### config.mk
export PLATFORM = sky130hd
export DESIGN_NAME = gedc_ram
export DESIGN_NICKNAME = d
export VERILOG_FILES = /design/src/hdl/gedc_ram.sv
export SDC_FILE = /design/constraint.sdc
export NUM_CORES = 1
export LEC_CHECK = 0
export CORE_MARGIN = 1
export CORE_UTILIZATION = 25
export CTS_BUF_LIST = sky130_fd_sc_hd__clkbuf_8
export CTS_CLUSTER_SIZE = 8
export DETAILED_ROUTE_END_ITERATION = 12
export DONT_BUFFER_PORTS = 1
export GPL_TIMING_DRIVEN = 0
export SLEW_MARGIN = 10
export SYNTH_ARGS = -nofsm -noshare
export SYNTH_HDL_FRONTEND = slang
export SYNTH_SLANG_ARGS = --single-unit
### constraint.sdc
create_clock -name clock -period 7.04 [get_ports clock]
set_clock_uncertainty 0.05 [all_clocks]
set_input_delay 0.352 -clock clock [delete_from_list [all_inputs] [get_ports clock]]
set_output_delay 0.352 -clock clock [all_outputs]
set_load 0.01 [all_outputs]
### src/hdl/gedc_ram.sv
// Generic single-write, single-read synchronous RAM with registered read.
// No dependencies.
module gedc_ram #(
   parameter int WIDTH = 64,
   parameter int DEPTH = 16
) (
   input  logic                     clock,
   input  logic                     wr_en,
   input  logic [$clog2(DEPTH)-1:0] wr_addr,
   input  logic [WIDTH-1:0]         wr_data,
   input  logic [$clog2(DEPTH)-1:0] rd_addr,
   output logic [WIDTH-1:0]         rd_data
);
   logic [WIDTH-1:0] mem_ff [DEPTH];
   logic [WIDTH-1:0] rd_data_ff;

   always_ff @(posedge clock) begin
      if (wr_en) begin
         mem_ff[wr_addr] <= wr_data;
      end
      rd_data_ff <= mem_ff[rd_addr];
   end

   assign rd_data = rd_data_ff;
endmodule

After elaboration in Yosys (flattened, before gate mapping)
Memory sizes are Yosys's and may differ from the RTL's. A register that Yosys moved wholly into a read port is not among the register bits.
Index checks and enable logic that the tools add are counted.

storage, ports and cells
  bits in registers = 0
  RAM bits = 1,024
  bits of input ports = 74
  output and inout port bits = 64
  logic and storage cells = 3
  memories kept = 1

operators by class
  muxes and demuxes = 2

memories
  memory  depth  width  rd ports  clocked after memory_dff  wr ports  RTL line  source
  mem_ff  16     64     1         1                         1         14        logic [WIDTH-1:0] mem_ff [DEPTH];

operator list
  kind     count
  $mux W1  2

Depth between registers and ports, before layout
  depth after elaboration = 2
  gate-level depth with buffers = 6
  gate-level depth less buffers = 3

Worst setup path before layout
Ideal clock, no wire load.

  kind = input to register
  start = in wr_addr[2]
  end = mem mem_ff[0][0], enable pin
  setup time = 0.565 ns
  data arrival time = 5.215 ns
  data required time = 6.425 ns
  slack = 1.209 ns
  stages on the path = 2
  buffers on the path = 0
  cells stage by stage = or3b_2 > nor3_1

RTL lines
  item         RTL line  source
  from (decl)  9         input logic [$clog2(DEPTH)-1:0] wr_addr,
  to (decl)    14

No word-level cell before the write port.

Worst setup path after layout
  start = in wr_addr[2]
  end = mem mem_ff[0][49], enable pin

No word-level cell before the write port.

==> run summary <==
Measured slew at the worst slew-check pin: 1264 ps
Vias: 18.50k
Avg WL per Cell: 23.04 µm
Hold Crit Class: input port to register
Unique masters post-synth: 18
Crit path kind: input port to register
Die W: 399.9 µm
Layout cells sized above 1: 0.2760
Synth Area in Compound Gates: 0.02428
Leading area contributor after synthesis: edfxtp_1
Overall Global Routing Usage: 0.1200
Arrival time at the worst endpoint: 3070 ps
Post-Synth Adder-Cell Area: 0
Max-Cap Viols: 0
Die area: 0.1599 mm²
Post-synth net total: 1721
Longest Clk Path Bufs: 3
Synth Area in XOR/XNOR: 0
Vias per cell: 4.459
Input/output buffers: 0
DR iter-0 viols: 1975
Min cycle time layout: 2588 ps
Area contributors post-synth: edfxtp_1, mux4_2, dfxtp_1
Main combinational cell family by area after synthesis: multiplexers
Routability congestion estimate: 0.7093
Initial antenna violation count: 19
P&R area growth vs syn: 19.27%
Outcome: completed
Tcrit/Tclk final: 0.3677
Worst setup EP type: register
Core Rows: 145
Synth Warn #: 0
Post-DP HPWL: 62940 µm
Pre-CTS WS: 4181 ps
WHS: 88.74 ps
Slew headroom: 0.1572
Root Buffer: clkbuf_8
Max VDD drop: 0.0001552 V
Worst reg2reg path depth: 3
Unrepaired setup endpoints after global routing: false
NumNets Final: 2030
PD cells: 271.9 mW/mm²
Mux share of post-synthesis cell area: 0.1457
Post-DRT Antenna Nets: 0
F_max: 386.3 MHz
Reg clk slew, reported paths: 60 ps
Hold Path Depth: 2
Initial Util: 0.2525
Mapped cell area: 0.03958 mm²
Die H: 399.9 µm
Critical path fanouts, max: 8
Final-report hold violation count: 0
Pins Over Slew Limit: 0
DR pass1 iterations: 5
Pin count of the biggest net entering global routing: 22
Overall power: 12.84 mW
Sequential share of the synthesized area: 0.8092
Simple-gate share of the synthesized area: 0.009420
H-tree lvl count: 4
Critical Path RT: 7520 ps
DRC viols: 0
Syn Area/Cell: 24.03 µm²
Clk sinks: 1088
Endpoints failing setup: 0
Number of global-route vias before repair: 19.72k
Syn Inst Count: 1647
I/O Pins: 138
Clock buffer count from CTS: 166
Leak pwr: 14.93 nW
Remaining global-route overflow: 0
Final worst slack: 4452 ps
Worst Setup Start Kind: input port
Resize count post-CTS: 0
Core area: 0.1568 mm²
Clock latency on the worst-skew pair: 850 ps
Top-area cell type share of the netlist area: 0.7769
Final wirelength: 95620 µm
#FFs+latches synth: 1088
First-pass GRT wire length: 138100 µm
CTS tree: yes
[final cells by class]
type | count | area, µm²
tap | 2058 | 2575
fill | 15030 | 109500
sequential | 1088 | 32030
antenna | 5 | 12.51
clock buffer | 177 | 2436
buffer | 84 | 451.7
multi-input combinational | 475 | 7212
clock inverter | 122 | 684.4
timing repair buffer | 141 | 1807
[logic make-up after synthesis]
group | after synthesis
flops | 1088
mux | 256
compound gates | 128
simple gates | 91
buf+inv | 84
[layout by cell type, fill, tap and decap left out]
master,Yosys,layout
a22oi_1,128,128
and2_1,1,1
buf_1,16,16
buf_12,0,29
buf_16,0,7
buf_2,13,13
buf_4,6,24
buf_6,13,27
buf_8,0,2
bufinv_16,0,2
clkbuf_1,36,36
clkbuf_8,0,177
clkinv_1,0,8
clkinv_2,0,6
clkinv_8,0,8
clkinvlp_4,0,1
dfxtp_1,64,64
diode_2,0,5
dlygate4sd3_1,0,71
edfxtp_1,1024,1024
inv_1,0,91
inv_12,0,4
inv_6,0,1
inv_8,0,1
mux4_2,256,256
nand2_1,65,65
nand2b_1,2,2
nand3_1,1,1
nand3b_1,2,2
nor2_2,0,1
nor2_4,0,12
nor2b_1,2,2
nor3_2,0,4
or3b_2,1,1
[registers in the layout, summed over array words and instances, names as in the netlist]
| signal | cells |
|---|---|
| mem_ff | 1024 |
| rd_data | 64 |
[through the flow]
step	setup TNS, ps	cell area [µm²]	cells	utilization
floorplan	0	39580	1647	-
global placement	-1004600	42160	3705	0.2689
detailed placement	0	43370	3775	0.2767
CTS	0	47200	4145	0.3011
global route	0	47200	4147	0.3011
finish	0	47210	4150	0.3012
[final timing paths]
path,endpoint,slack (ps),from
setup / recovery,mem_ff[0][49]$_DFFE_PP_,4450,wr_addr[2]
hold / removal,mem_ff[3][22]$_DFFE_PP_,90,wr_addr[0]
setup reg to reg,rd_data[29]$_DFF_P_,5400,mem_ff[3][29]$_DFFE_PP_
hold reg to reg,rd_data[25]$_DFF_P_,620,mem_ff[15][25]$_DFFE_PP_
[power breakdown]
group          internal, mW  switching, mW  total [mW]
sequential             7.24         0.0885        7.33
combinational         0.258          0.371       0.629
clock                  2.43           2.45        4.88
[critical path, stage by stage]
cell           delay (ps)
dlygate4sd3_1         580
or3b_2                610
nor3_2                680
buf_6                 260
buf_6                 170
buf_6                 180
buf_4                 220
[cell usage after synthesis (all sizes together)]
cell type	instances
dfxtp	64
buf	48
clkbuf	36
nor2	13
nand3	1
or3b	1
nand2	65
nand2b	2
edfxtp	1024
nand3b	2
and2	1
nor2b	2
nor3	4
a22oi	128
mux4	256
[per-layer routing]
layer	up-vias	GRT usage	share of wire
li1	7720	-	-
met1	9951	0.1568	0.42
met2	663	0.1966	0.50
met3	149	0.03177	0.070
met4	20	0.03191	0.016
met5	-	0	0.0015
[timing repair]
| action | 4_1_cts | 5_1_grt |
|---|---|---|
| endpoints found under the hold margin | 1135 | 0 |
| hold buffers | 71 | 0 |
| setup buffers | 0 | 0 |
Note: power is estimated with default switching activity, not from simulation.
